==> src/rtl/bmm_pkg.sv <==
// shared types, codes and constants of the banked memory mapper
package bmm_pkg;

  // transaction kinds
  typedef enum logic [1:0] {
    KIND_READ   = 2'd0,
    KIND_WRITE  = 2'd1,
    KIND_FETCH  = 2'd2,
    KIND_LOOKUP = 2'd3
  } kind_e;

  // access targets
  typedef enum logic [1:0] {
    TGT_FLASH   = 2'd0,
    TGT_RAM     = 2'd1,
    TGT_NONE    = 2'd2,
    TGT_BLOCKED = 2'd3
  } target_e;

  // fetch fault codes
  typedef enum logic [1:0] {
    FLT_NONE  = 2'd0,
    FLT_FLASH = 2'd1,
    FLT_RAM   = 2'd2
  } fault_e;

  // register indexes
  localparam logic [2:0] REG_PAGE_MAP     = 3'd0;
  localparam logic [2:0] REG_TOP_WIN      = 3'd1;
  localparam logic [2:0] REG_BOT_WIN      = 3'd2;
  localparam logic [2:0] REG_FLASH_EXEC   = 3'd3;
  localparam logic [2:0] REG_RAM_MASK     = 3'd4;
  localparam logic [2:0] REG_RAM_BOUNDS   = 3'd5;
  localparam logic [2:0] REG_DELAYS       = 3'd6;
  localparam logic [2:0] REG_FLASH_UNLOCK = 3'd7;

  localparam int unsigned ADDR_W  = 22;
  localparam int unsigned PADDR_W = 6;
  localparam int unsigned PDATA_W = 64;

  // address map
  localparam logic [21:0] FLASH_END    = 22'h200000;
  localparam logic [21:0] RAM_END      = 22'h220000;
  localparam logic [21:0] SECTOR_START = 22'h1F0000;
  localparam logic [7:0]  LOCKED_PAGE  = 8'h7E;
  localparam logic [7:0]  TOP_PAGE     = 8'h80;
  localparam logic [7:0]  BOTTOM_PAGE  = 8'h81;
  localparam logic [15:0] UPPER_HALF   = 16'h8000;
  localparam logic [15:0] LOGICAL_TOP  = 16'hFFFF;
  localparam logic [14:0] PAGE_SIZE    = 15'h4000;
  localparam logic [15:0] RESET_VECTOR = 16'h0038;
  localparam logic [21:0] RAM_MASK_RST = 22'h3FFFFF;
  localparam logic [7:0]  EMPTY_BYTE   = 8'hFF;

  // unlock detector states
  localparam logic [2:0] UNLOCK_ARMED = 3'd6;
  localparam logic [2:0] UNLOCK_DONE  = 3'd7;

  typedef struct packed {
    logic [31:0] page_map;
    logic [5:0]  top_win;
    logic [5:0]  bot_win;
    logic [15:0] flash_exec_range;
    logic [21:0] ram_exec_mask;
    logic [43:0] ram_exec_bounds;
    logic [47:0] access_delays;
    logic        flash_unlock;
  } cfg_t;

  typedef struct packed {
    logic [21:0] phys_addr;
    target_e     target;
    logic [7:0]  cycles_added;
    logic [7:0]  read_value;
    fault_e      restrict_fault;
    logic        no_os_fault;
    logic [15:0] logical_addr;
    logic        logical_valid;
    logic [2:0]  protect_state;
  } res_t;

  // expected byte for each step of the unlock sequence
  function automatic logic [7:0] unlock_byte(input logic [2:0] step);
    logic [7:0] b;
    case (step)
      3'd0: b = 8'h00;
      3'd1: b = 8'h00;
      3'd2: b = 8'hED;
      3'd3: b = 8'h56;
      3'd4: b = 8'hF3;
      3'd5: b = 8'hD3;
      default: b = 8'h00;
    endcase
    return b;
  endfunction

endpackage

==> src/rtl/banked_memory_mapper_with_exec_guard.sv <==
// top level of the banked memory mapper with execute guard
// Takes one transaction per clock unless stalled and returns one result per transaction:
// the transaction is captured in an input register, translated by one stage of
// compare-and-select logic, and held in a result register until taken. Throughput is one
// transaction per cycle, set by that single translate stage; the unlock detector state is
// updated as each transaction moves into the result register, so consecutive transactions
// see each other's effect. Configuration lives behind an APB-style port with 64-bit data,
// register i at byte address 8*i; writes land on the access cycle and reads return the
// current value. Configuration should only be written while no transaction is in flight.
module banked_memory_mapper_with_exec_guard (
  input  logic                          clk_i,
  input  logic                          rst_ni,
  // configuration port
  input  logic                          psel,
  input  logic                          penable,
  input  logic                          pwrite,
  input  logic [bmm_pkg::PADDR_W-1:0]   paddr,
  input  logic [bmm_pkg::PDATA_W-1:0]   pwdata,
  output logic [bmm_pkg::PDATA_W-1:0]   prdata,
  output logic                          pready,
  // transaction input
  input  logic                          in_valid_i,
  output logic                          in_ready_o,
  input  logic [1:0]                    kind_i,
  input  logic [21:0]                   address_i,
  input  logic [7:0]                    data_i,
  // result output
  output logic                          out_valid_o,
  input  logic                          out_ready_i,
  output logic [21:0]                   phys_addr_o,
  output logic [1:0]                    target_o,
  output logic [7:0]                    cycles_added_o,
  output logic [7:0]                    read_value_o,
  output logic [1:0]                    restrict_fault_o,
  output logic                          no_os_fault_o,
  output logic [15:0]                   logical_addr_o,
  output logic                          logical_valid_o,
  output logic [2:0]                    protect_state_o
);
  import bmm_pkg::*;

  cfg_t        cfg;
  logic        s1_valid_q;
  kind_e       kind_q;
  logic [21:0] address_q;
  logic [7:0]  data_q;
  logic        out_valid_q;
  res_t        res_q;
  res_t        res_d;
  logic [2:0]  unlock_q;
  logic [2:0]  unlock_d;
  logic        adv;

  // configuration registers
  bmm_regs u_regs (
    .clk_i   (clk_i),
    .rst_ni  (rst_ni),
    .psel    (psel),
    .penable (penable),
    .pwrite  (pwrite),
    .paddr   (paddr),
    .pwdata  (pwdata),
    .prdata  (prdata),
    .pready  (pready),
    .cfg_o   (cfg)
  );

  // translate stage
  bmm_xlate u_xlate (
    .kind_i    (kind_q),
    .address_i (address_q),
    .data_i    (data_q),
    .cfg_i     (cfg),
    .unlock_i  (unlock_q),
    .unlock_o  (unlock_d),
    .res_o     (res_d)
  );

  // pipeline flow control
  assign adv        = !out_valid_q || out_ready_i;
  assign in_ready_o = !s1_valid_q || adv;

  always_ff @(posedge clk_i or negedge rst_ni) begin
    if (!rst_ni) begin
      s1_valid_q  <= 1'b0;
      out_valid_q <= 1'b0;
      unlock_q    <= '0;
    end else begin
      if (in_ready_o) begin
        s1_valid_q <= in_valid_i;
      end
      if (adv) begin
        out_valid_q <= s1_valid_q;
      end
      if (adv && s1_valid_q) begin
        unlock_q <= unlock_d;
      end
    end
  end

  // input and result payload registers
  always_ff @(posedge clk_i) begin
    if (in_valid_i && in_ready_o) begin
      kind_q    <= kind_e'(kind_i);
      address_q <= address_i;
      data_q    <= data_i;
    end
    if (adv && s1_valid_q) begin
      res_q <= res_d;
    end
  end

  // result outputs
  assign out_valid_o      = out_valid_q;
  assign phys_addr_o      = res_q.phys_addr;
  assign target_o         = res_q.target;
  assign cycles_added_o   = res_q.cycles_added;
  assign read_value_o     = res_q.read_value;
  assign restrict_fault_o = res_q.restrict_fault;
  assign no_os_fault_o    = res_q.no_os_fault;
  assign logical_addr_o   = res_q.logical_addr;
  assign logical_valid_o  = res_q.logical_valid;
  assign protect_state_o  = res_q.protect_state;

`ifndef SYNTHESIS
  // detector state moves only when a transaction enters the result register
  a_unlock_hold: assert property (@(posedge clk_i) disable iff (!rst_ni)
    !(adv && s1_valid_q) |=> $stable(unlock_q))
    else $error("unlock state changed without a transaction");

  // a blocked protected read or fetch returns the empty byte with cycles_added at zero
  a_blocked_read: assert property (@(posedge clk_i) disable iff (!rst_ni)
    (out_valid_o && target_o == TGT_BLOCKED) |-> (read_value_o == EMPTY_BYTE &&
    cycles_added_o == 8'd0))
    else $error("blocked read result malformed");

  // a successful reverse lookup never routes to memory
  a_lookup_target: assert property (@(posedge clk_i) disable iff (!rst_ni)
    (out_valid_o && logical_valid_o) |-> (target_o == TGT_NONE &&
    restrict_fault_o == FLT_NONE))
    else $error("lookup result carries an access target");

  // input stalls only when both stages are full and the output is stalled
  a_stall_cause: assert property (@(posedge clk_i) disable iff (!rst_ni)
    !in_ready_o |-> (s1_valid_q && out_valid_q && !out_ready_i))
    else $error("input stalled with room in the pipeline");
`endif

endmodule

==> src/rtl/bmm_regs.sv <==
// configuration register file with apb-style access
module bmm_regs (
  input  logic                          clk_i,
  input  logic                          rst_ni,
  input  logic                          psel,
  input  logic                          penable,
  input  logic                          pwrite,
  input  logic [bmm_pkg::PADDR_W-1:0]   paddr,
  input  logic [bmm_pkg::PDATA_W-1:0]   pwdata,
  output logic [bmm_pkg::PDATA_W-1:0]   prdata,
  output logic                          pready,
  output bmm_pkg::cfg_t                 cfg_o
);
  import bmm_pkg::*;

  cfg_t       cfg_q;
  logic [2:0] idx;
  logic       wr_en;

  assign idx    = paddr[5:3];
  assign wr_en  = psel && penable && pwrite;
  assign pready = 1'b1;
  assign cfg_o  = cfg_q;

  // register writes
  always_ff @(posedge clk_i or negedge rst_ni) begin
    if (!rst_ni) begin
      // all zero except the ram execute mask, which resets to all ones
      cfg_q <= cfg_t'({32'd0, 6'd0, 6'd0, 16'd0, RAM_MASK_RST, 44'd0, 48'd0, 1'b0});
    end else if (wr_en) begin
      case (idx)
        REG_PAGE_MAP:     cfg_q.page_map         <= pwdata[31:0];
        REG_TOP_WIN:      cfg_q.top_win          <= pwdata[5:0];
        REG_BOT_WIN:      cfg_q.bot_win          <= pwdata[5:0];
        REG_FLASH_EXEC:   cfg_q.flash_exec_range <= pwdata[15:0];
        REG_RAM_MASK:     cfg_q.ram_exec_mask    <= pwdata[21:0];
        REG_RAM_BOUNDS:   cfg_q.ram_exec_bounds  <= pwdata[43:0];
        REG_DELAYS:       cfg_q.access_delays    <= pwdata[47:0];
        REG_FLASH_UNLOCK: cfg_q.flash_unlock     <= pwdata[0];
        default: ;
      endcase
    end
  end

  // read mux
  always_comb begin
    case (idx)
      REG_PAGE_MAP:     prdata = {32'd0, cfg_q.page_map};
      REG_TOP_WIN:      prdata = {58'd0, cfg_q.top_win};
      REG_BOT_WIN:      prdata = {58'd0, cfg_q.bot_win};
      REG_FLASH_EXEC:   prdata = {48'd0, cfg_q.flash_exec_range};
      REG_RAM_MASK:     prdata = {42'd0, cfg_q.ram_exec_mask};
      REG_RAM_BOUNDS:   prdata = {20'd0, cfg_q.ram_exec_bounds};
      REG_DELAYS:       prdata = {16'd0, cfg_q.access_delays};
      REG_FLASH_UNLOCK: prdata = {63'd0, cfg_q.flash_unlock};
      default:          prdata = '0;
    endcase
  end

endmodule

==> src/rtl/bmm_xlate.sv <==
// address translation, access checks and unlock detector next state
module bmm_xlate (
  input  bmm_pkg::kind_e      kind_i,
  input  logic [21:0]         address_i,
  input  logic [7:0]          data_i,
  input  bmm_pkg::cfg_t       cfg_i,
  input  logic [2:0]          unlock_i,
  output logic [2:0]          unlock_o,
  output bmm_pkg::res_t       res_o
);
  import bmm_pkg::*;

  logic [15:0] la;
  logic [7:0]  bank_page;
  logic [15:0] top_lim;
  logic [15:0] bot_lim;
  logic        in_top;
  logic        in_bot;
  logic [7:0]  page;
  logic [21:0] phys;
  logic        in_flash;
  logic        in_ram;
  logic        in_sector;
  logic        locked;
  logic [21:0] masked;
  logic [2:0]  track;
  logic [7:0]  rpage;
  logic [13:0] roff;
  logic        rbot_hit;
  logic        rtop_hit;

  // forward mapping of the logical address
  assign la        = address_i[15:0];
  assign bank_page = cfg_i.page_map[{la[15:14], 3'b000} +: 8];
  assign top_lim   = LOGICAL_TOP - {4'd0, cfg_i.top_win, 6'd0};
  assign bot_lim   = UPPER_HALF + {4'd0, cfg_i.bot_win, 6'd0};
  assign in_top    = la[15] && (la > top_lim);
  assign in_bot    = la[15] && (la < bot_lim);
  assign page      = in_top ? TOP_PAGE : (in_bot ? BOTTOM_PAGE : bank_page);
  assign phys      = {page, la[13:0]};
  assign in_flash  = phys < FLASH_END;
  assign in_ram    = !in_flash && (phys < RAM_END);
  assign in_sector = (phys >= SECTOR_START) && in_flash;
  assign locked    = (page == LOCKED_PAGE) && !cfg_i.flash_unlock;
  assign masked    = phys & cfg_i.ram_exec_mask;

  // unlock sequence detector
  always_comb begin
    if (!in_sector) begin
      track = '0;
    end else if (unlock_i == UNLOCK_ARMED) begin
      track = UNLOCK_DONE;
    end else if (unlock_i < UNLOCK_ARMED && data_i == unlock_byte(unlock_i)) begin
      track = unlock_i + 3'd1;
    end else begin
      track = '0;
    end
  end

  // reverse lookup window hits
  assign rpage    = address_i[21:14];
  assign roff     = address_i[13:0];
  assign rbot_hit = roff < {2'd0, cfg_i.bot_win, 6'd0};
  assign rtop_hit = {1'b0, roff} >= (PAGE_SIZE - {3'd0, cfg_i.top_win, 6'd0});

  // result selection per transaction kind
  always_comb begin
    res_o                = '0;
    res_o.target         = TGT_NONE;
    res_o.restrict_fault = FLT_NONE;
    unlock_o             = unlock_i;
    case (kind_i)
      KIND_LOOKUP: begin
        res_o.phys_addr     = address_i;
        res_o.logical_valid = 1'b1;
        if (rpage == 8'd0) begin
          res_o.logical_addr = {2'b00, roff};
        end else if (rpage == cfg_i.page_map[15:8]) begin
          res_o.logical_addr = {2'b01, roff};
        end else if (rbot_hit ? (rpage == BOTTOM_PAGE) : (rpage == cfg_i.page_map[23:16])) begin
          res_o.logical_addr = {2'b10, roff};
        end else if (rtop_hit ? (rpage == TOP_PAGE) : (rpage == cfg_i.page_map[31:24])) begin
          res_o.logical_addr = {2'b11, roff};
        end else begin
          res_o.logical_valid = 1'b0;
        end
      end
      KIND_WRITE: begin
        res_o.phys_addr = phys;
        if (in_flash) begin
          res_o.target       = TGT_FLASH;
          res_o.cycles_added = cfg_i.access_delays[15:8];
        end else if (in_ram) begin
          res_o.target       = TGT_RAM;
          res_o.cycles_added = cfg_i.access_delays[39:32];
        end
      end
      KIND_READ, KIND_FETCH: begin
        res_o.phys_addr = phys;
        if (locked) begin
          res_o.target     = TGT_BLOCKED;
          res_o.read_value = EMPTY_BYTE;
        end else begin
          res_o.target = in_flash ? TGT_FLASH : (in_ram ? TGT_RAM : TGT_NONE);
          if (kind_i == KIND_READ) begin
            res_o.cycles_added = in_flash ? cfg_i.access_delays[7:0]
                                          : cfg_i.access_delays[31:24];
          end else if (in_flash) begin
            res_o.cycles_added = cfg_i.access_delays[23:16];
            if (page >= cfg_i.flash_exec_range[7:0] &&
                page <= cfg_i.flash_exec_range[15:8]) begin
              res_o.restrict_fault = FLT_FLASH;
            end
          end else begin
            res_o.cycles_added = cfg_i.access_delays[47:40];
            if (masked < cfg_i.ram_exec_bounds[21:0] ||
                masked > cfg_i.ram_exec_bounds[43:22]) begin
              res_o.restrict_fault = FLT_RAM;
            end
          end
          res_o.read_value  = data_i;
          unlock_o          = track;
          res_o.no_os_fault = (kind_i == KIND_FETCH) && (data_i == EMPTY_BYTE) &&
                              (la == RESET_VECTOR);
        end
      end
      default: ;
    endcase
    res_o.protect_state = unlock_o;
  end

endmodule
==> config.mk <==
export PLATFORM = sky130hd
export DESIGN_NAME = banked_memory_mapper_with_exec_guard
export DESIGN_NICKNAME = d
export VERILOG_FILES = /design/src/rtl/bmm_pkg.sv /design/src/rtl/banked_memory_mapper_with_exec_guard.sv /design/src/rtl/bmm_regs.sv /design/src/rtl/bmm_xlate.sv
export SDC_FILE = /design/constraint.sdc
export NUM_CORES = 1
export LEC_CHECK = 0
export ABC_AREA = 1
export BUFFER_PORTS_ARGS = -buffer_cell sky130_fd_sc_hd__clkbuf_2
export CAP_MARGIN = 30
export CORE_MARGIN = 2
export CORE_UTILIZATION = 45
export CTS_BUF_LIST = sky130_fd_sc_hd__clkbuf_2 sky130_fd_sc_hd__clkbuf_4 sky130_fd_sc_hd__clkbuf_8
export DETAILED_ROUTE_END_ITERATION = 12
export GPL_ROUTABILITY_DRIVEN = 0
export GPL_TIMING_DRIVEN = 0
export PLACE_DENSITY = 0.69
export SYNTH_ARGS = -nofsm -noshare
export SYNTH_HDL_FRONTEND = slang
export SYNTH_SLANG_ARGS = --single-unit
==> constraint.sdc <==
create_clock -name clk_i -period 8.33 [get_ports clk_i]
set_input_delay 1.666 -clock clk_i [delete_from_list [all_inputs] [get_ports clk_i]]
set_output_delay 1.666 -clock clk_i [all_outputs]
set_load 0.02 [all_outputs]
### After elaboration in Yosys (flattened, before gate mapping)

Cells that the tools add are included.
Widths: inputs -> output; s select.

| operators by class | value |
|---|---|
| reduce and logical (&&, ||, !) cells | 37 |
| multiplexer cells | 36 |
| $add $sub $neg | 4 |
| bitwise logic cells | 3 |
| magnitude comparators | 12 |
| eq/ne operators | 24 |
| shift-type cells | 1 |

Operator list:

| cell | count |
|---|---|
| $pmux 64 s8 | 1 |
| $mux 8 | 9 |
| $lt 22x22->1 const B | 2 |
| $pmux 22 s2 | 1 |
| $eq 8x8->1 | 4 |
| $mux 16 | 2 |
| $pmux 8 s4 | 1 |
| $shiftx 32x6->8 | 1 |
| $eq 8x8->1 const B | 3 |
| $and 22x22->22 | 1 |
| $ge 22x21->1 const B | 1 |
| $gt 22x22->1 | 1 |
| $lt 22x22->1 | 1 |
| $eq 3x3->1 const B | 7 |
| $mux 10 | 2 |
| $pmux 10 s2 | 1 |
| $add 16x12->16 const A | 1 |
| $eq 16x6->1 const B | 1 |
| $gt 16x16->1 | 1 |
| $lt 16x16->1 | 1 |
| $reduce_and 2->1 | 8 |
| $ge 14x15->1 | 1 |
| $mux 15 | 1 |
| $mux 3 | 5 |
| 24 further kinds | 60 |

| storage, ports and cells | value |
|---|---|
| output and inout bits | 130 |
| bits of input ports | 109 |
| logic and storage cells | 142 |
| flip-flop bits (word level) | 275 |

### Longest topological paths before layout

Gate-level depths: netlist of the first run.

| logic depth | value |
|---|---|
| word-level depth | 15 |
| gate-level depth with buffers | 23 |
| mapped depth without buffers | 22 |

### Modules after synthesis

Synthesis of the first run repeated with hierarchy kept, for this count alone.

| second synthesis, totals | value |
|---|---|
| cell total of the unflattened synthesis | 1970 |
| area, all modules | 15840.2 µm² |

By module, submodules not included:

| module | sequential area each (µm²) | times used | cells each | area an instance (µm²) |
|---|---|---|---|---|
| bmm_regs | 4406.7 | 1 | 1018 | 8181.6 |
| bmm_xlate | 0.0 | 1 | 834 | 4598.2 |
| banked_memory_mapper_with_exec_guard | 2977.9 | 1 | 118 | 3060.4 |

### Worst setup path after synthesis of the first run

No wires, ideal clock.

| timing path | value |
|---|---|
| path type | input to output |
| from | input port paddr[4] in the netlist's numbering |
| to | output port prdata[22] in the netlist's numbering |
| stages | 5 |
| path slack | 3.810 ns |
| buffers on the path | 1 |
| required time | 6.664 ns |
| arrival | 2.854 ns |
| cells stage by stage | inv_1 -> nor3_2 -> clkinv_1 -> clkbuf_1 -> o221ai_1 |

| between the ends | value |
|---|---|
| longest elaborated chain between the ends | 2 |
| elaborated cells on any way between the ends | 9 |
| classes of those cells | 7 x eq/ne; 1 x mux; 1 x reduce/logical |

Ends and longest elaborated chain:

| element | RTL line | source |
|---|---|---|
| from (decl) | banked_memory_mapper_with_exec_guard.sv:17 | `input logic [bmm_pkg::PADDR_W-1:0] paddr,` |
| $eq 3x3->1 (tied with other cells) | bmm_regs.sv:47 | `case (idx)` |
| $pmux 64 s8 (*) | bmm_regs.sv:47 |  |
| to (decl) | banked_memory_mapper_with_exec_guard.sv:19 | `output logic [bmm_pkg::PDATA_W-1:0] prdata,` |

Mark *: on every way between the ends. The rest lies on a longest branch, timed or not. The select of a mux whose other input is x is not followed.

### Worst setup path in the final report of the first run

| timing path | value |
|---|---|
| from | input port paddr[4] in the netlist's numbering |
| to | output port prdata[11] in the netlist's numbering |

Same word-level chain as after synthesis.

==> impl_metrics.yaml, run 1 <==
timing:
  tns_ps: 0
  final.period_utilization_pct: 65.73
  final_hold_viols: 0
  grt_setup_unrepaired: "no"
  layout_setup_ws_ps: 2854
  slew_viol_final: 0
  max_freq_mhz: 182.6
  slew-limit-headroom_pct: 42.84
  report.final.setup_viol: 0
  fin_skew_ps: 35.53
  final_critical_path_required_period_ps: 5476
  whs_ps: 491.4
  worst_pin_slew_ps: 854.3
layout:
  antenna_cells_inserted: 0
  post_layout_nonfiller_instances: 2472
  mostFrequentLayoutCell: "sky130_fd_sc_hd__nand2_1"
  final_util_pct: 53.90
  fill_cells: 2996
  drive_gt1_share_pct: 18.28
  multiInputGateArea_um2: 6056
  areaGrowthSynthToFinish_pct: 18.45
  sequential_cell_area_um2: 7385
  most-common-layout-cells: "370 x sky130_fd_sc_hd__nand2_1, 264 x sky130_fd_sc_hd__inv_1, 207 x sky130_fd_sc_hd__o21ai_0"
  stdcell_area_um2: 17490
  number_of_nets_at_the_end_of_the_flow: 2181
clocking:
  max-clock-path-buffers: 3
  cts.sink_count: 275
  cts_root_buf: "sky130_fd_sc_hd__clkbuf_8"
  cts_tree: "done"
  ctsHtreeMaxLevel: 2
  numCtsBuffers: 48
  post_cts_resized: 0
  worstSkewPairLatency_ps: 600
  worst_setup_hold_path_clk_slew_ps: 60
  cts_setup_buffers: 0
  post_cts_hold_buffer_count: 0
floorplanning:
  die-width_um: 185.2
  rows: 66
  core-area_um2: 32450
  ios: 239
  initial_core_util_pct: 45.50
  die_h_um: 185.2
  die_area_um2: 34280
setup_path:
  crit_fanout: 10
  critical_path.top_delay_family: "buffers and inverters"
  timing.critical_path.required_ps: 6660
  crit_arrival_ps: 3810
  cp-end-kind: "output port"
  critical_path.cell_chain: "clkbuf_2 -> inv_1 -> nand3_1 -> clkbuf_1 -> o22ai_1 -> a21oi_1 -> o211ai_1 -> clkbuf_2"
  cpMostUsedCell: "sky130_fd_sc_hd__clkbuf_2"
  timing_worst_setup_path_type: "in -> out"
  cp.buffers_inverters: 4
  critPathMaxStageDelay_ps: 510
  slowest_stage: "sky130_fd_sc_hd__clkbuf_1"
  crit_path_start_kind: "primary input"
grt:
  grt_max_degree: 94
  grt_pass1_vias: 13220
  number_of_antenna_violations_at_the_first_check_in_global_routing: 2
  grt_use_total_pct: 29.66
  grt_overflow_total: 0
  global_route_wire_length_before_repair_mm: 75.56
logic_synthesis:
  synth_sequential_area_ratio_pct: 50.01
  async_flop_share_pct: 65.45
  primary_ff_master_synth: "sky130_fd_sc_hd__dfrtp_1"
  postSynthAreaPerCell_um2: 8.585
  ys_types: 48
  synthCells: 1720
  postSynthRegisterBits: 275
  yosysWarnings: 0
  syn_area_um2: 14770
  synth_enable_flop_cells: 95
power:
  cellLeakagePower_nw: 8.486
  cell_pwr_density_nw_per_um2: 251.6
  post-layout-total-power_mw: 4.401
  vdd_drop_max_mv: 0.1347
flow_run:
  drv.max_cap_violation_count: 0
status:
  run_status: "finished clean"
routing:
  drt_pre_antenna_iters: 5
  vias: 13620
  detailedRoute.firstIterationViolations: 1435
  drc: 0
  viasPerCell: 5.508
  drtAntennaViolNets: 0
  drt-wirelength-per-cell_um: 20.40
  drt_wl_total_mm: 50.42
placed_design:
  dp.final_hpwl_mm: 38.88
  dp_cells: 2382
  io_buffers: 202
  placed_cell_area_um2: 16470
  post_place_worst_slack_ps: 3018
worst_hold_path:
  hp-class: "reg -> reg"
-- synth_stat cells (4+ instances only) --
library cell,number,area [µm²]
sky130_fd_sc_hd__mux2_2,10,112.6
sky130_fd_sc_hd__o221ai_1,16,140.1
sky130_fd_sc_hd__nor3_1,13,65.06
sky130_fd_sc_hd__edfxtp_1,95,2853
sky130_fd_sc_hd__o211ai_1,19,142.6
sky130_fd_sc_hd__dfstp_2,22,578.1
sky130_fd_sc_hd__nand2_2,4,25.02
sky130_fd_sc_hd__nand3_1,36,180.2
sky130_fd_sc_hd__nor2_1,107,401.6
sky130_fd_sc_hd__o22ai_1,51,319.1
sky130_fd_sc_hd__xor2_1,10,87.58
sky130_fd_sc_hd__a21oi_1,90,450.4
sky130_fd_sc_hd__nor4_1,7,43.79
sky130_fd_sc_hd__ha_1,82,1026
sky130_fd_sc_hd__buf_4,17,127.6
sky130_fd_sc_hd__buf_2,6,30.03
sky130_fd_sc_hd__inv_1,265,994.7
sky130_fd_sc_hd__nand4_1,29,181.4
sky130_fd_sc_hd__o21ai_0,207,1036
sky130_fd_sc_hd__nand2_1,370,1389
sky130_fd_sc_hd__clkbuf_1,50,187.7
sky130_fd_sc_hd__o21ai_1,8,40.04
sky130_fd_sc_hd__dfrtp_1,158,3954
sky130_fd_sc_hd__nand2_4,4,45.04
-- worst register-to-register path, cell delays in order (launching register included) --
cell and delay (ps):
sky130_fd_sc_hd__edfxtp_1 620, sky130_fd_sc_hd__ha_1 410, sky130_fd_sc_hd__nand2_1 70, sky130_fd_sc_hd__nor2_1 150, sky130_fd_sc_hd__nand3_1 120, sky130_fd_sc_hd__nand2_1 70, sky130_fd_sc_hd__nor2_1 130, sky130_fd_sc_hd__nor2_1 290
sky130_fd_sc_hd__clkbuf_1 610, sky130_fd_sc_hd__nor2_1 150, sky130_fd_sc_hd__ha_1 330, sky130_fd_sc_hd__nand2_1 70, sky130_fd_sc_hd__nor2_1 270, sky130_fd_sc_hd__nand4_1 130, sky130_fd_sc_hd__and3b_1 310, sky130_fd_sc_hd__nand4_1 120
sky130_fd_sc_hd__nand2_1 90, sky130_fd_sc_hd__a21oi_1 60
-- final cells by class --
| type | instances | area share [%] |
|---|---|---|
| clock buffer | 66 | 4.692 |
| tap | 442 | 3.162 |
| timing repair buffer | 205 | 6.259 |
| sequential | 275 | 42.22 |
| clock inverter | 24 | 1.144 |
| buffer | 75 | 2.060 |
| multi-input combinational | 1114 | 34.62 |
| inverter | 271 | 5.844 |
-- registers in the layout, indices dropped and copies added (netlist names), 3 cells and up --
register / cells
u_regs.cfg_o: 175
address_q: 22
phys_addr_o: 22
logical_addr_o: 16
cycles_added_o: 8
data_q: 8
read_value_o: 8
protect_state_o: 3
unlock_q: 3
-- routing by layer --
layer,routed length (µm),track usage (%)
met3,5824,7.629
met1,19720,38.67
met4,2818,15.97
met5,11,0
met2,22040,45.35
-- path summary, 6_finish.rpt --
kind	cells after the start	from	endpoint	slack [ps]
hold reg to reg	2	u_regs.cfg_o[120]$_DFFE_PN0P_	u_regs.cfg_o[120]$_DFFE_PN0P_	490
max in group asynchronous	2	rst_ni	u_regs.cfg_o[95]$_DFFE_PN1P_	6220
setup / recovery	8	paddr[4]	prdata[11]	2850
setup reg to reg	17	address_q[11]$_DFFE_PP_	restrict_fault_o[1]$_SDFFCE_PP0P_	4100
hold / removal	2	u_regs.cfg_o[120]$_DFFE_PN0P_	u_regs.cfg_o[120]$_DFFE_PN0P_	490
min in group asynchronous	1	rst_ni	u_regs.cfg_o[23]$_DFFE_PN0P_	1140
-- where the power goes --
group | total [mW] | switching, mW | internal, mW
clock | 1.32 | 0.605 | 0.715
sequential | 1.86 | 0.169 | 1.69
combinational | 1.23 | 0.829 | 0.397
total | 4.40 | 1.60 | 2.80
-- cell families (layout without fill, tap and decap cells) --
| group | after synthesis | count (layout) | share of synthesized area (%) |
|---|---|---|---|
| other | 2 | 17 | 0.05086 |
| AO/OA/AOI/OAI | 410 | 410 | 15.42 |
| adder cells (fa/ha/maj) | 82 | 82 | 6.948 |
| XOR/XNOR | 13 | 13 | 0.7711 |
| AND/OR/NAND/NOR | 582 | 582 | 16.68 |
| flip-flops | 275 | 275 | 50.01 |
| multiplexers | 10 | 10 | 0.7626 |
| buffers and inverters | 346 | 641 | 9.363 |
(Power assumes the default switching activity.)
==> inputs of run 2 (changes only) <==
- ABC_AREA: 1 -> 0
- clock period: 8.33 -> 5.5 ns (I/O delays scaled with it)
==> impl_metrics.yaml, run 2 <==
status:
  run_status: "finished clean"
logic_synthesis:
  synthCells: 1311
  syn_area_um2: 14840
  synth_xor_area_share_pct: 1.770
  synth_enable_flop_cells: 95
  post_synth_mux_area_share_pct: 14.23
  synth_sequential_area_ratio_pct: 49.75
  synth_top_area_cell: "sky130_fd_sc_hd__dfrtp_1"
  yosysWarnings: 0
  postSynthRegisterBits: 275
  postSynthAreaPerCell_um2: 11.32
  largest_family_of_logic_cells_by_synthesized_area: "multiplexers"
  ys_types: 74
  primary_ff_master_synth: "sky130_fd_sc_hd__dfrtp_1"
  synth_most_common_cell: "sky130_fd_sc_hd__dfrtp_1"
  synthSimpleGateAreaFrac_pct: 11.35
  yosys-top-cells-count: "158 x sky130_fd_sc_hd__dfrtp_1, 133 x sky130_fd_sc_hd__mux2_2, 97 x sky130_fd_sc_hd__nand2_1"
  ys_top_cells_by_area: "sky130_fd_sc_hd__dfrtp_1 27%, sky130_fd_sc_hd__edfxtp_1 19%, sky130_fd_sc_hd__mux2_2 10%"
  share_of_the_synthesized_area_in_compound_gates_ao_oa_aoi_oai_pct: 10.74
  synth_fa_ha_area_share_pct: 7.114
  async_flop_share_pct: 65.45
  synth.top_cell.area_share_pct: 26.64
grt:
  global_route_wire_length_before_repair_mm: 70.52
  grt_pass1_vias: 11490
  grt_use_total_pct: 27.80
  grt_max_degree: 109
  number_of_antenna_violations_at_the_first_check_in_global_routing: 3
  grt_overflow_total: 0
floorplanning:
  core-area_um2: 32540
  die_h_um: 185.6
  initial_core_util_pct: 45.62
  rows: 66
  die_area_um2: 34460
  die-width_um: 185.6
  ios: 239
layout:
  most-common-layout-cells: "199 x sky130_fd_sc_hd__clkbuf_2, 158 x sky130_fd_sc_hd__dfrtp_1, 133 x sky130_fd_sc_hd__mux2_2"
  largest_register_ffs: 175
  areaGrowthSynthToFinish_pct: 18.11
  sequential_cell_area_um2: 7385
  fill_cells: 2985
  drive_gt1_share_pct: 30.47
  multiInputGateArea_um2: 6778
  post_layout_nonfiller_instances: 2061
  final_util_pct: 53.89
  number_of_nets_at_the_end_of_the_flow: 1770
  mostFrequentLayoutCell: "sky130_fd_sc_hd__clkbuf_2"
timing:
  final_hold_viols: 0
  final_critical_path_required_period_ps: 5154
  fin_skew_ps: 29.16
  report.final.setup_viol: 0
  final.period_utilization_pct: 93.71
  slew_viol_final: 0
  max_freq_mhz: 194.0
  grt_setup_unrepaired: "no"
  tns_ps: 0
  whs_ps: 516.8
  worst_pin_slew_ps: 1055
  slew-limit-headroom_pct: 29.65
routing:
  drtAntennaViolNets: 0
  drc: 0
  drt_wl_total_mm: 48.04
  drt-wirelength-per-cell_um: 23.31
  vias: 12000
  detailedRoute.firstIterationViolations: 1181
  drt_pre_antenna_iters: 7
  viasPerCell: 5.822
setup_path:
  crit_path_start_kind: "primary input"
  crit_fanout: 10
  ff2ff_path_depth: 16
  crit_arrival_ps: 4050
  timing.critical_path.required_ps: 4400
  cp-end-kind: "output port"
  timing_worst_setup_path_type: "in -> out"
clocking:
  cts_root_buf: "sky130_fd_sc_hd__clkbuf_8"
  worstSkewPairLatency_ps: 590
  cts.sink_count: 275
  post_cts_hold_buffer_count: 0
  max-clock-path-buffers: 3
  ctsHtreeMaxLevel: 2
  cts_setup_buffers: 0
  cts_tree: "done"
  numCtsBuffers: 49
  post_cts_resized: 0
  worst_setup_hold_path_clk_slew_ps: 60
power:
  cell_pwr_density_nw_per_um2: 365.1
  vdd_drop_max_mv: 0.1675
  post-layout-total-power_mw: 6.402
  cellLeakagePower_nw: 7.755
flow_run:
  drv.max_cap_violation_count: 0
worst_hold_path:
  holdPathStages: 1
  hp-class: "reg -> reg"
placed_design:
  dp.final_hpwl_mm: 36.31
  io_buffers: 200
  dp_cells: 1969
-- run 2: cell count changes in the layout (fill, tap and decap cells not counted), sizes merged, moves of 23 or more --
cell	change
a21oi	-41
o22ai	-25
nor2b	+23
inv	-183
nand2	-283
mux2	+124
nor2	-48
a22oi	+41
and2	+40
o21ai	-131
-- run 2: power breakdown --
group	internal (mW)	switching (mW)
Clock	1.15	0.891
Combinational	0.647	0.870
Sequential	2.50	0.347
-- run 2: logic make-up (layout without fill, tap and decap cells) --
kind of cell             Yosys count  count (layout)
AO/OA/AOI/OAI                    252             252
XOR/XNOR                          30              30
adder cells (fa/ha/maj)           85              85
AND/OR/NAND/NOR                  329             329
multiplexers                     166             166
other                              2              18
flip-flops                       275             275
buffers and inverters            172             464
-- run 2: critical path: stages --
cell and delay, ps:
sky130_fd_sc_hd__clkbuf_1 390, sky130_fd_sc_hd__buf_1 650, sky130_fd_sc_hd__clkbuf_1 610, sky130_fd_sc_hd__clkbuf_1 540
sky130_fd_sc_hd__a221oi_1 190, sky130_fd_sc_hd__a21oi_1 330, sky130_fd_sc_hd__clkbuf_2 230
-- run 2: final timing paths --
path	slack, ps	from	end
hold reg to reg	520	s1_valid_q$_DFFE_PN0N_	out_valid_o$_DFFE_PN0P_
min in group asynchronous	530	rst_ni	u_regs.cfg_o[159]$_DFFE_PN0P_
max in group asynchronous	4020	rst_ni	u_regs.cfg_o[97]$_DFFE_PN1P_
hold / removal	520	s1_valid_q$_DFFE_PN0N_	out_valid_o$_DFFE_PN0P_
setup / recovery	350	paddr[5]	prdata[13]
setup reg to reg	620	address_q[6]$_DFFE_PP_	restrict_fault_o[1]$_SDFFCE_PP0P_
-- run 2: cell type report --
class / count / area share [%]
well taps: 442 / 3.154
inverters: 88 / 1.884
clock buffers: 63 / 4.589
repair buffers: 202 / 5.944
clock inverters: 27 / 1.292
plain buffers: 84 / 2.348
diodes: 1 / 0.01427
flip-flops and latches: 275 / 42.12
multi-input cells: 879 / 38.66
-- run 2: routing by layer --
| layer | global-route usage (%) | wire length (µm) | vias to the layer above |
|---|---|---|---|
| li1 | - | - | 5269 |
| met1 | 37.43 | 19350 | 5907 |
| met2 | 43.12 | 21460 | 681 |
| met3 | 6.144 | 4981 | 143 |
| met4 | 12.41 | 2258 | 0 |
| met5 | 0 | 0 | - |
-- run 2: through the flow --
stage                     instance area (µm²)  worst slack [ps]
after floorplan                         14900              1527
after global placement                  16450            -130.6
after detailed placement                16490             470.0
after CTS                               17530             479.3
after global routing                    17530             257.0
final                                   17530             346.0
==> inputs of run 3 (changes only) <==
- CORE_ASPECT_RATIO: default -> 1.75
==> impl_metrics.yaml, run 3 (same netlist as run 2, synthesis figures left out) <==
timing:
  slew_viol_final: 0
  report.final.setup_viol: 0
  tns_ps: 0
  slew-limit-headroom_pct: 24.59
  final_hold_viols: 0
  fin_skew_ps: 27.96
  max_freq_mhz: 193.4
  final.period_utilization_pct: 94.01
  final_critical_path_required_period_ps: 5170
  worst_pin_slew_ps: 1131
  grt_setup_unrepaired: "no"
setup_path:
  cp-end-kind: "register"
  critPathMaxStageDelay_ps: 580
  crit_fanout: 8
  worst_r2r_endpoint: "restrict_fault_o[1]$_SDFFCE_PP0P_"
  rrSetupSlack_ps: 330
  crit_arrival_ps: 5490
  ff2ff_path_depth: 15
  critical_path.cell_chain: "ha_1 -> nand4_1 -> or4_1 -> o311a_2 -> o21bai_1 -> nor2_1 -> ha_1 -> nand2_1 -> nor3_1 -> o32ai_1 -> o311ai_0 -> maj3_1 -> a211oi_1 -> a211oi_1 -> a221o_1"
  critical_path.top_delay_family: "compound AO/OA/AOI/OAI gates"
  crit_path_start_kind: "register"
  slowest_stage: "sky130_fd_sc_hd__edfxtp_1"
  cp.buffers_inverters: 0
  timing.critical_path.required_ps: 5820
  r2r-start: "address_q[10]$_DFFE_PP_"
  timing_worst_setup_path_type: "reg -> reg"
clocking:
  numCtsBuffers: 41
  cts_setup_buffers: 0
  max-clock-path-buffers: 3
  post_cts_hold_buffer_count: 0
  cts.sink_count: 275
  cts_tree: "done"
  cts_root_buf: "sky130_fd_sc_hd__clkbuf_8"
  ctsHtreeMaxLevel: 2
  worstSkewPairLatency_ps: 600
  worst_setup_hold_path_clk_slew_ps: 70
  post_cts_resized: 0
floorplanning:
  die_h_um: 244.3
  core-area_um2: 32700
  initial_core_util_pct: 45.39
  die_area_um2: 34510
  rows: 88
  die-width_um: 141.3
  ios: 239
worst_hold_path:
  hp-class: "reg -> reg"
  worstHoldStart: "s1_valid_q$_DFFE_PN0N_"
  holdPathStages: 1
  min_to: "out_valid_o$_DFFE_PN0P_"
layout:
  number_of_nets_at_the_end_of_the_flow: 1762
  largest_register_ffs: 175
  fill_cells: 2910
  areaGrowthSynthToFinish_pct: 16.47
  mostFrequentLayoutCell: "sky130_fd_sc_hd__clkbuf_2"
  drive_gt1_share_pct: 30.19
  most-common-layout-cells: "199 x sky130_fd_sc_hd__clkbuf_2, 158 x sky130_fd_sc_hd__dfrtp_1, 133 x sky130_fd_sc_hd__mux2_2"
routing:
  vias: 11970
  drt-wirelength-per-cell_um: 25.53
  detailedRoute.firstIterationViolations: 920
  drtAntennaViolNets: 0
  viasPerCell: 5.956
  drc: 0
  drt_pre_antenna_iters: 6
  drt_wl_total_mm: 51.28
placed_design:
  io_buffers: 200
  dp.final_hpwl_mm: 39.11
grt:
  grt_overflow_total: 0
  grt_pass1_vias: 11900
  grt_max_degree: 100
  grt_use_total_pct: 29.68
  number_of_antenna_violations_at_the_first_check_in_global_routing: 1
  global_route_wire_length_before_repair_mm: 74.59
status:
  run_status: "finished clean"
power:
  vdd_drop_max_mv: 0.2426
  cellLeakagePower_nw: 7.653
  post-layout-total-power_mw: 6.165
  cell_pwr_density_nw_per_um2: 356.6
flow_run:
  drv.max_cap_violation_count: 0
run 3: cell types whose count changed in the layout (fill, tap and decap cells not counted), sizes merged:
cell | previous run | this run
clkinv | 21 | 12
bufinv | 4 | 1
clkbuf | 299 | 296
clkinvlp | 1 | 2
inv | 89 | 88
run 3: metrics by stage:
stage	area [µm²]	utilization (%)	worst slack (ps)	hold slack, ps	instances
finish	17290	52.87	329.6	501.6	2009
global route	17290	52.87	183.5	547.3	2009
CTS	17280	52.85	544.4	505.0	2007
detailed placement	16450	50.30	569.0	487.2	1932
global placement	16410	50.18	-88.22	460.3	1931
floorplan	14900	-	1527	449.0	1326
run 3: area by class of cell:
class / instances / area [µm²] / area share (%)
diodes: 1 / 2.502 / 0.01447
plain buffers: 84 / 411.6 / 2.381
clock buffers: 60 / 732.0 / 4.234
clock inverters: 15 / 101.3 / 0.5862
inverters: 88 / 330.3 / 1.911
multi-input cells: 879 / 6778 / 39.20
flip-flops and latches: 275 / 7385 / 42.71
well taps: 405 / 506.7 / 2.931
repair buffers: 202 / 1042 / 6.028
run 3: worst register-to-register path: stages (launching register included):
cell                       delay [ps]
sky130_fd_sc_hd__edfxtp_1         580
sky130_fd_sc_hd__ha_1             410
sky130_fd_sc_hd__nand4_1          150
sky130_fd_sc_hd__or4_1            580
sky130_fd_sc_hd__o311a_2          240
sky130_fd_sc_hd__o21bai_1         340
sky130_fd_sc_hd__nor2_1           520
sky130_fd_sc_hd__ha_1             350
sky130_fd_sc_hd__nand2_1           90
sky130_fd_sc_hd__nor3_1            70
sky130_fd_sc_hd__o32ai_1          120
sky130_fd_sc_hd__o311ai_0         250
sky130_fd_sc_hd__maj3_1           480
sky130_fd_sc_hd__a211oi_1         300
sky130_fd_sc_hd__a211oi_1          90
sky130_fd_sc_hd__a221o_1          340
run 3: where the power goes:
part | switching, mW | leakage (nW) | internal [mW]
Clock | 0.833 | 0.440 | 0.906
Combinational | 0.908 | 4.13 | 0.650
Sequential | 0.372 | 3.09 | 2.50
run 3: routing by layer:
metal / track usage [%] / routed length, µm
met5: 0 / 0
met4: 26.68 / 5834
met3: 6.070 / 3738
met2: 50.01 / 24870
met1: 30.81 / 16840
run 3: worst max path at each step:
| stage | startpoint | endpoint | slack, ps | depth (start not counted) |
|---|---|---|---|---|
| finish | address_q[10]$_DFFE_PP_ | restrict_fault_o[1]$_SDFFCE_PP0P_ | 330 | 15 |
| global route | address_q[10]$_DFFE_PP_ | restrict_fault_o[1]$_SDFFCE_PP0P_ | 180 | 15 |
| CTS | address_q[9]$_DFFE_PP_ | restrict_fault_o[1]$_SDFFCE_PP0P_ | 540 | 13 |
| detailed placement | address_q[9]$_DFFE_PP_ | restrict_fault_o[1]$_SDFFCE_PP0P_ | 570 | 13 |
| global placement | rst_ni | out_valid_o$_DFFE_PN0P_ | -90 | 1 |
| floorplan | paddr[5] | prdata[16] | 1530 | 6 |
